`config.mk`:
```
export PLATFORM = sky130hd
export DESIGN_NAME = plc_delay_timer_bank
export DESIGN_NICKNAME = d
export VERILOG_FILES = /design/src/sv/plcdt_pkg.sv /design/src/sv/plcdt_ram.sv /design/src/sv/plcdt_ctrl.sv /design/src/sv/plcdt_datapath.sv /design/src/sv/plc_delay_timer_bank.sv
export SDC_FILE = /design/constraint.sdc
export NUM_CORES = 2
export LEC_CHECK = 0
export ABC_AREA = 1
export BUFFER_PORTS_ARGS = -buffer_cell sky130_fd_sc_hd__buf_2
export CORE_ASPECT_RATIO = 0.9
export CORE_MARGIN = 2
export CORE_UTILIZATION = 55
export DETAILED_ROUTE_END_ITERATION = 8
export PLACE_DENSITY = 0.71
export SYNTH_ARGS = -nofsm -noshare
export SYNTH_HDL_FRONTEND = slang
export SYNTH_SLANG_ARGS = --single-unit
```
`constraint.sdc`:
```
create_clock -name clk -period 22.2 [get_ports clk]
set_clock_uncertainty 0.2 [all_clocks]
set_input_delay 2.22 -clock clk [delete_from_list [all_inputs] [get_ports clk]]
set_output_delay 2.22 -clock clk [all_outputs]
set_load 0.005 [all_outputs]
```
`src/sv/plcdt_pkg.sv`:
```
`timescale 1ns / 1ps
// ----------------------------------------------------------------------------
// plcdt_pkg
// Shared types and constants of the plc delay timer bank.
// ----------------------------------------------------------------------------
package plcdt_pkg;

  localparam int TIMERS_DEFAULT = 64;

  localparam int CMD_W       = 2;
  localparam int ID_W        = 6;
  localparam int DELAY_W     = 16;
  localparam int ELAPSED_W   = 16;
  localparam int COUNT_W     = 32;
  localparam int PRESET_W    = 26;   // 65535 * 1000 fits
  localparam int MS_PER_S    = 1000;
  localparam int IN_TDATA_W  = 40;
  localparam int OUT_TDATA_W = 8;

  // s_tdata bit positions
  localparam int TD_ID_LO      = 0;
  localparam int TD_START      = 6;
  localparam int TD_DELAY_LO   = 7;
  localparam int TD_SECS       = 23;
  localparam int TD_ELAPSED_LO = 24;

  typedef enum logic [CMD_W-1:0] {
    CMD_UPDATE    = 2'd0,
    CMD_ON_DELAY  = 2'd1,
    CMD_OFF_DELAY = 2'd2,
    CMD_PULSE     = 2'd3
  } cmd_t;

  typedef enum logic [1:0] {
    ST_IDLE,
    ST_READ,
    ST_EXEC
  } state_t;

  // controller to datapath
  typedef struct packed {
    logic load;   // capture the accepted transaction
    logic rd;     // read timer count, form preset
    logic exec;   // apply the item and load the result register
  } ctrl_cmd_t;

endpackage

```
`src/sv/plcdt_ram.sv`:
```
`timescale 1ns / 1ps
// ----------------------------------------------------------------------------
// plcdt_ram
// Generic single write port, single read port RAM with registered read.
// ----------------------------------------------------------------------------
module plcdt_ram #(
  parameter int WIDTH = 32,
  parameter int DEPTH = 64,
  parameter int AW    = (DEPTH > 1) ? $clog2(DEPTH) : 1
) (
  input  logic             clk,
  input  logic             we,
  input  logic [AW-1:0]    waddr,
  input  logic [WIDTH-1:0] wdata,
  input  logic             re,
  input  logic [AW-1:0]    raddr,
  output logic [WIDTH-1:0] rdata
);

  logic [WIDTH-1:0] mem [DEPTH];

  always_ff @(posedge clk) begin
    if (we) begin
      mem[waddr] <= wdata;
    end
    if (re) begin
      rdata <= mem[raddr];
    end
  end

endmodule

```
`src/sv/plcdt_ctrl.sv`:
```
`timescale 1ns / 1ps
// ----------------------------------------------------------------------------
// plcdt_ctrl
// Sequencer of the timer bank: accept, read, execute, result handshake.
// ----------------------------------------------------------------------------
module plcdt_ctrl (
  input  logic                clk,
  input  logic                rst,
  input  logic                s_tvalid,
  output logic                s_tready,
  output logic                m_tvalid,
  input  logic                m_tready,
  output plcdt_pkg::ctrl_cmd_t cmd
);
  import plcdt_pkg::*;

  state_t state, state_next;
  logic   out_valid, out_valid_next;
  logic   out_free;

  assign out_free = !out_valid || m_tready;

  always_ff @(posedge clk) begin
    if (rst) begin
      state     <= ST_IDLE;
      out_valid <= 1'b0;
    end else begin
      state     <= state_next;
      out_valid <= out_valid_next;
    end
  end

  // next state
  always_comb begin
    state_next = state;
    case (state)
      ST_IDLE: begin
        if (s_tvalid) state_next = ST_READ;
      end
      ST_READ: state_next = ST_EXEC;
      ST_EXEC: begin
        if (out_free) state_next = ST_IDLE;
      end
      default: state_next = ST_IDLE;
    endcase
  end

  // outputs
  always_comb begin
    s_tready = 1'b0;
    cmd      = '0;
    case (state)
      ST_IDLE: begin
        s_tready = 1'b1;
        cmd.load = s_tvalid;
      end
      ST_READ: cmd.rd = 1'b1;
      ST_EXEC: cmd.exec = out_free;
      default: ;
    endcase
  end

  always_comb begin
    out_valid_next = out_valid;
    if (cmd.exec) begin
      out_valid_next = 1'b1;
    end else if (m_tready) begin
      out_valid_next = 1'b0;
    end
  end

  assign m_tvalid = out_valid;

endmodule

```
`src/sv/plcdt_datapath.sv`:
```
`timescale 1ns / 1ps
// ----------------------------------------------------------------------------
// plcdt_datapath
// Item register, timer count RAM, used and valid flags, timer arithmetic.
// ----------------------------------------------------------------------------
module plcdt_datapath #(
  parameter int TIMERS = plcdt_pkg::TIMERS_DEFAULT
) (
  input  logic                              clk,
  input  logic                              rst,
  input  plcdt_pkg::ctrl_cmd_t              cmd,
  input  logic [plcdt_pkg::IN_TDATA_W-1:0]  s_tdata,
  input  logic [plcdt_pkg::CMD_W-1:0]       s_tuser,
  output logic [plcdt_pkg::OUT_TDATA_W-1:0] m_tdata
);
  import plcdt_pkg::*;

  // only ids reachable through the id field get storage
  localparam int MAX_IDS = 1 << ID_W;
  localparam int SLOTS   = (TIMERS < MAX_IDS) ? TIMERS : MAX_IDS;
  localparam int IDX_W   = (SLOTS > 1) ? $clog2(SLOTS) : 1;

  localparam logic signed [COUNT_W:0] COUNT_MAX = (COUNT_W+1)'(33'h0_7FFF_FFFF);

  // captured item
  cmd_t                 item_cmd;
  logic [ID_W-1:0]      item_id;
  logic                 item_start;
  logic [DELAY_W-1:0]   item_delay;
  logic                 item_secs;
  logic [ELAPSED_W-1:0] item_elapsed;

  logic [PRESET_W-1:0]  preset;
  logic [ELAPSED_W-1:0] cycle_delta;
  logic [SLOTS-1:0]     valid;
  logic [SLOTS-1:0]     used;
  logic                 timer_out;

  logic [IDX_W-1:0]          idx;
  logic                      in_range;
  logic [COUNT_W-1:0]        rd_data;
  logic signed [COUNT_W-1:0] count_now;
  logic signed [COUNT_W:0]   sum;
  logic signed [COUNT_W-1:0] sum_sat;
  logic signed [COUNT_W-1:0] diff;
  logic signed [COUNT_W-1:0] preset_s;
  logic signed [COUNT_W-1:0] count_new;
  logic                      res;
  logic                      wr_en;

  always_ff @(posedge clk) begin
    if (cmd.load) begin
      item_cmd     <= cmd_t'(s_tuser);
      item_id      <= s_tdata[TD_ID_LO +: ID_W];
      item_start   <= s_tdata[TD_START];
      item_delay   <= s_tdata[TD_DELAY_LO +: DELAY_W];
      item_secs    <= s_tdata[TD_SECS];
      item_elapsed <= s_tdata[TD_ELAPSED_LO +: ELAPSED_W];
    end
    if (cmd.rd) begin
      preset <= item_secs ? PRESET_W'(PRESET_W'(item_delay) * PRESET_W'(MS_PER_S))
                          : PRESET_W'(item_delay);
    end
  end

  assign idx      = item_id[IDX_W-1:0];
  assign in_range = ({1'b0, item_id} < (ID_W+1)'(SLOTS));
  assign wr_en    = cmd.exec && (item_cmd != CMD_UPDATE) && in_range;

  plcdt_ram #(
    .WIDTH (COUNT_W),
    .DEPTH (SLOTS)
  ) u_count_ram (
    .clk   (clk),
    .we    (wr_en),
    .waddr (idx),
    .wdata (count_new),
    .re    (cmd.rd),
    .raddr (idx),
    .rdata (rd_data)
  );

  // an entry cleared by reset or a cycle update reads as zero
  assign count_now = valid[idx] ? $signed(rd_data) : '0;
  assign sum       = {count_now[COUNT_W-1], count_now} + $signed({17'b0, cycle_delta});
  assign sum_sat   = (sum > COUNT_MAX) ? COUNT_MAX[COUNT_W-1:0] : sum[COUNT_W-1:0];
  // only used while the count is positive, so it cannot wrap
  assign diff      = count_now - $signed({16'b0, cycle_delta});
  assign preset_s  = $signed({{(COUNT_W-PRESET_W){1'b0}}, preset});

  always_comb begin
    count_new = count_now;
    res       = 1'b0;
    case (item_cmd)
      CMD_OFF_DELAY: begin
        if (item_start) begin
          count_new = preset_s;
          res       = 1'b1;
        end else if (count_now > 0) begin
          count_new = diff;
          res       = 1'b1;
        end
      end
      CMD_ON_DELAY, CMD_PULSE: begin
        if (item_start) begin
          count_new = sum_sat;
          if (sum_sat >= preset_s) begin
            res = 1'b1;
            if (item_cmd == CMD_PULSE) count_new = '0;
          end
        end else begin
          count_new = '0;
        end
      end
      default: ;
    endcase
  end

  always_ff @(posedge clk) begin
    if (rst) begin
      valid       <= '0;
      used        <= '0;
      cycle_delta <= '0;
    end else if (cmd.exec) begin
      if (item_cmd == CMD_UPDATE) begin
        // timers not used since the last update lose their count
        valid       <= valid & used;
        used        <= '0;
        cycle_delta <= item_elapsed;
      end else if (in_range) begin
        valid[idx] <= 1'b1;
        used[idx]  <= 1'b1;
      end
    end
  end

  always_ff @(posedge clk) begin
    if (cmd.exec) begin
      timer_out <= (item_cmd != CMD_UPDATE) && in_range && res;
    end
  end

  assign m_tdata = {{(OUT_TDATA_W-1){1'b0}}, timer_out};

endmodule

```
`src/sv/plc_delay_timer_bank.sv`:
```
`timescale 1ns / 1ps
// ----------------------------------------------------------------------------
// plc_delay_timer_bank
// Bank of plc delay timers (on-delay, off-delay, one-shot) with cycle update.
// ----------------------------------------------------------------------------
// Each accepted transaction yields one result transaction. An item passes
// from acceptance to result through capture, count RAM read, and execute and
// write back, since the count RAM has a registered read; a new item is
// taken as soon as the previous one has executed, even while its result still
// waits in the output register, and execution waits only when that register is
// still full. A cycle update clears the counts of unused timers through
// per-timer valid flags, so no clearing pass is needed after reset. Timer ids
// at or above TIMERS (or above the id range) are ignored and return 0.
module plc_delay_timer_bank #(
  parameter int TIMERS = plcdt_pkg::TIMERS_DEFAULT
) (
  input  logic                              clk,
  input  logic                              rst,
  input  logic                              s_tvalid,
  output logic                              s_tready,
  // timer_id[5:0], start_req[6], delay[22:7], unit_seconds[23], elapsed_ms[39:24]
  input  logic [plcdt_pkg::IN_TDATA_W-1:0]  s_tdata,
  // command[1:0]
  input  logic [plcdt_pkg::CMD_W-1:0]       s_tuser,
  output logic                              m_tvalid,
  input  logic                              m_tready,
  // timer_out[0], zero padding above
  output logic [plcdt_pkg::OUT_TDATA_W-1:0] m_tdata
);
  import plcdt_pkg::*;

  ctrl_cmd_t cmd;

  plcdt_ctrl u_ctrl (
    .clk      (clk),
    .rst      (rst),
    .s_tvalid (s_tvalid),
    .s_tready (s_tready),
    .m_tvalid (m_tvalid),
    .m_tready (m_tready),
    .cmd      (cmd)
  );

  plcdt_datapath #(
    .TIMERS (TIMERS)
  ) u_datapath (
    .clk     (clk),
    .rst     (rst),
    .cmd     (cmd),
    .s_tdata (s_tdata),
    .s_tuser (s_tuser),
    .m_tdata (m_tdata)
  );

`ifndef SYNTH
  a_accept_leaves_idle : assert property (@(posedge clk) disable iff (rst)
    s_tvalid && s_tready |=> !s_tready)
    else $error("input accepted twice in a row");

  a_exec_gives_result : assert property (@(posedge clk) disable iff (rst)
    cmd.exec |=> m_tvalid)
    else $error("executed item left no result");

  a_one_command : assert property (@(posedge clk) disable iff (rst)
    $onehot0({cmd.load, cmd.rd, cmd.exec}))
    else $error("more than one datapath command at once");

  a_read_after_load : assert property (@(posedge clk) disable iff (rst)
    cmd.load |=> cmd.rd)
    else $error("count read did not follow acceptance");
`endif

endmodule

```
==> results.cfg <==
[logic_synthesis]
yosysSeqAreaShare = 0.739
synth_enable_flop_cells = 2149
synth_area_um2 = 91200
synth-async-reset-ratio = 0
ys_ff_latch = 2296
synth_cell_type_count = 60
syn_area_per_cell_um2 = 13.9
synthCells = 6585
ys.flop_type = edfxtp_1
synth_warnings = 0

[route]
drtPass1Iterations = 8
drc = 0
via_per_inst = 6.46
drtAntennaViolNets = 0
num_vias = 58700
routedWlPerCell_um = 30.6
routed_wl_um = 278000
drtIter0Drc = 9039

[critical_path]
path_delay_family = simple AND/OR/NAND/NOR gates
cp_max_fo = 64
path_buf_inv = 5
crit_top_cell = nand2_1
slowest_stage = nand2_2
max_stage_delay_ps = 720
crit_path_end_kind = register
path_class = reg2reg
cp_data_arrival_time_ps = 10190
critPathRequiredTime_ps = 22300
setup.worst_path.start_class = register

[sta]
tns_ps = 0
slew_headroom = 0.0569
rsz0062_at_grt = no
setup_viol = 0
finalMaxSlewViolations = 0
tightest_slew_ps = 1410
post-route-min-period_ps = 10090
max_freq_mhz = 99.1
hold_viol_final = 0
final.period_utilization = 0.455

[clock_tree]
postCtsSetupRepairBufs = 0
cts_buffers = 213
htree_levels = 4
cts_buffer_depth = 3
clock-sinks = 2296
cts.hold.buffers_added = 0
cts_tree = done
cts_root_buf = clkbuf_16
clk_latency_ps = 890
ctsResizeCount = 0
clk_pin_slew_ps = 60

[run]
max-cap-violations = 0

[final_layout]
drive_gt1_frac = 0.0974
finalInstanceArea_um2 = 102000
nets = 6891
syn2layout_area_growth_pct = 11.7
fillers = 12100

[floorplanning]
chipWidth_um = 433
dieArea_um2 = 169000
die-height_um = 390
fp-row-count = 141
core_um2 = 164000
io_pins = 56
start_util = 0.555

[global_routing]
grt_pass1_wl_um = 393000
first_global_vias = 55000
grt_usage = 0.326
grt_overflow = 0
antenna_found_initial = 13
grt_max_degree = 131

[pwr]
power.leakage_nw = 35.1
max-vdd-ir-drop_mv = 0.0826
p_total_w = 0.00967
power_density_nw_per_um2 = 94.9

[status]
status = complete, no violations

[placed_design]
place_area_um2 = 94900
port_buffers = 48
dp_hpwl_um = 158000
gp_congestion = 0.966

[min_path]
hold_path.class = reg2reg
-- report_power, final --
part / internal, W / switching (W)
logic: 0.000308 / 0.000823
registers: 0.00488 / 0.0000182
clock network: 0.00204 / 0.00160
total: 0.00722 / 0.00245
-- sequential cells by signal, summed over array words and instances, names as in the netlist --
name and flops:
u_datapath.u_count_ram.mem 2048, u_datapath.used 64, u_datapath.valid 64, u_datapath.u_count_ram.rdata 32, u_datapath.preset 26, u_datapath.cycle_delta 16
u_datapath.item_delay 16, u_datapath.item_elapsed 16, u_datapath.idx 6, u_ctrl.state 2, u_datapath.item_cmd 2, u_ctrl.m_tvalid 1
u_datapath.item_secs 1, u_datapath.item_start 1, u_datapath.timer_out 1
-- per-layer routing --
layer | share of wire | track usage | vias to the layer above
li1 | - | - | 24900
met1 | 0.39 | 0.463 | 29400
met2 | 0.44 | 0.481 | 3958
met3 | 0.13 | 0.0887 | 534
met4 | 0.040 | 0.127 | 12
met5 | 0.0010 | 0.00949 | -
-- worst paths after layout --
path,from,endpoint,cells past startpoint,slack (ps)
setup / recovery,u_datapath.idx[3]$_DFFE_PP_,u_datapath.u_count_ram.mem[49][30]$_DFFE_PP_,38,12110
hold / removal,u_datapath.used[14]$_SDFFE_PP0P_,u_datapath.used[14]$_SDFFE_PP0P_,2,250
setup reg to reg,u_datapath.idx[3]$_DFFE_PP_,u_datapath.u_count_ram.mem[49][30]$_DFFE_PP_,38,12110
hold reg to reg,u_datapath.used[14]$_SDFFE_PP0P_,u_datapath.used[14]$_SDFFE_PP0P_,2,250
-- worst register-to-register path, delay by kind of cell, from the launching register on --
family                   cells  cell delay (ps)
buffers and inverters        5             1510
AND/OR/NAND/NOR             24             4730
adder cells (fa/ha/maj)      2              690
flip-flops                   1              570
AO/OA/AOI/OAI                7             1780
-- layout by cell type, fill, tap and decap left out, types with 48 or more instances in the layout --
master and n:
buf_4 164, a21oi_1 305, nand3_1 131, clkbuf_1 57, nand4_1 264, edfxtp_1 2149
a221oi_1 254, fa_1 56, nor2_1 127, nand2_1 1216, dfxtp_1 147, a22oi_1 287
clkinv_1 51, o21ai_0 181, a22o_1 208, clkbuf_16 213, nor2_4 76, inv_1 465
ha_1 111, buf_2 48
-- cell usage after synthesis, drive strengths merged, types with 2 or more instances --
cell    count  area (µm²)
a2111o      7        78.8
a211oi      9        67.6
a21boi      7        52.6
a21o        3        22.5
a21oi     305        1530
a221oi    254        2220
a22o      208        1820
a22oi     287        2150
a31oi      19         119
a32o        3        30.0
a41oi       4        35.0
and2        4        25.0
buf       100         517
clkbuf    247         927
clkinv      3        11.3
dfxtp     147        2940
edfxtp   2149       64500
fa         56        1120
ha        111        1390
inv       474        1780
nand2    1255        4740
nand3     136         686
nand3b      5        37.5
nand4     264        1650
nor2      210         828
nor3       24         150
nor3b       2        15.0
nor4        2        12.5
o211ai     14         105
o21a        7        52.6
o21ai     196         981
o21bai      7        52.6
o221ai      3        26.3
o41ai       4        35.0
or2         9        56.3
xnor2       4        35.0
xor2       37         324
-- final cells by class --
type | instances | area [µm²] | share of cell area
inverter | 477 | 1790 | 0.0176
clock inverter | 125 | 1340 | 0.0132
sequential | 2296 | 67500 | 0.662
clock buffer | 278 | 5650 | 0.0555
timing repair buffer | 219 | 1610 | 0.0158
antenna | 7 | 17.5 | 0.000172
tap | 2216 | 2770 | 0.0272
multi-input combinational | 3471 | 21300 | 0.209
-- logic make-up after synthesis --
logic type      synth area share
flops                      0.739
simple gates              0.0901
compound gates             0.103
buf+inv                   0.0355
fa+ha+maj                 0.0275
xor+xnor                 0.00394
other cells            0.0000411
-- stage by stage --
stage / setup slack (ps) / hold slack [ps] / utilization / cells
2_1_floorplan: 14990 / 227 / - / 6591
3_3_place_gp: 12670 / 233 / 0.577 / 8678
3_5_place_dp: 12440 / 239 / 0.577 / 8678
4_1_cts: 12360 / 248 / 0.620 / 9081
5_1_grt: 11530 / 271 / 0.620 / 9083
6_report: 12110 / 250 / 0.620 / 9089
(Power assumes the default switching activity.)
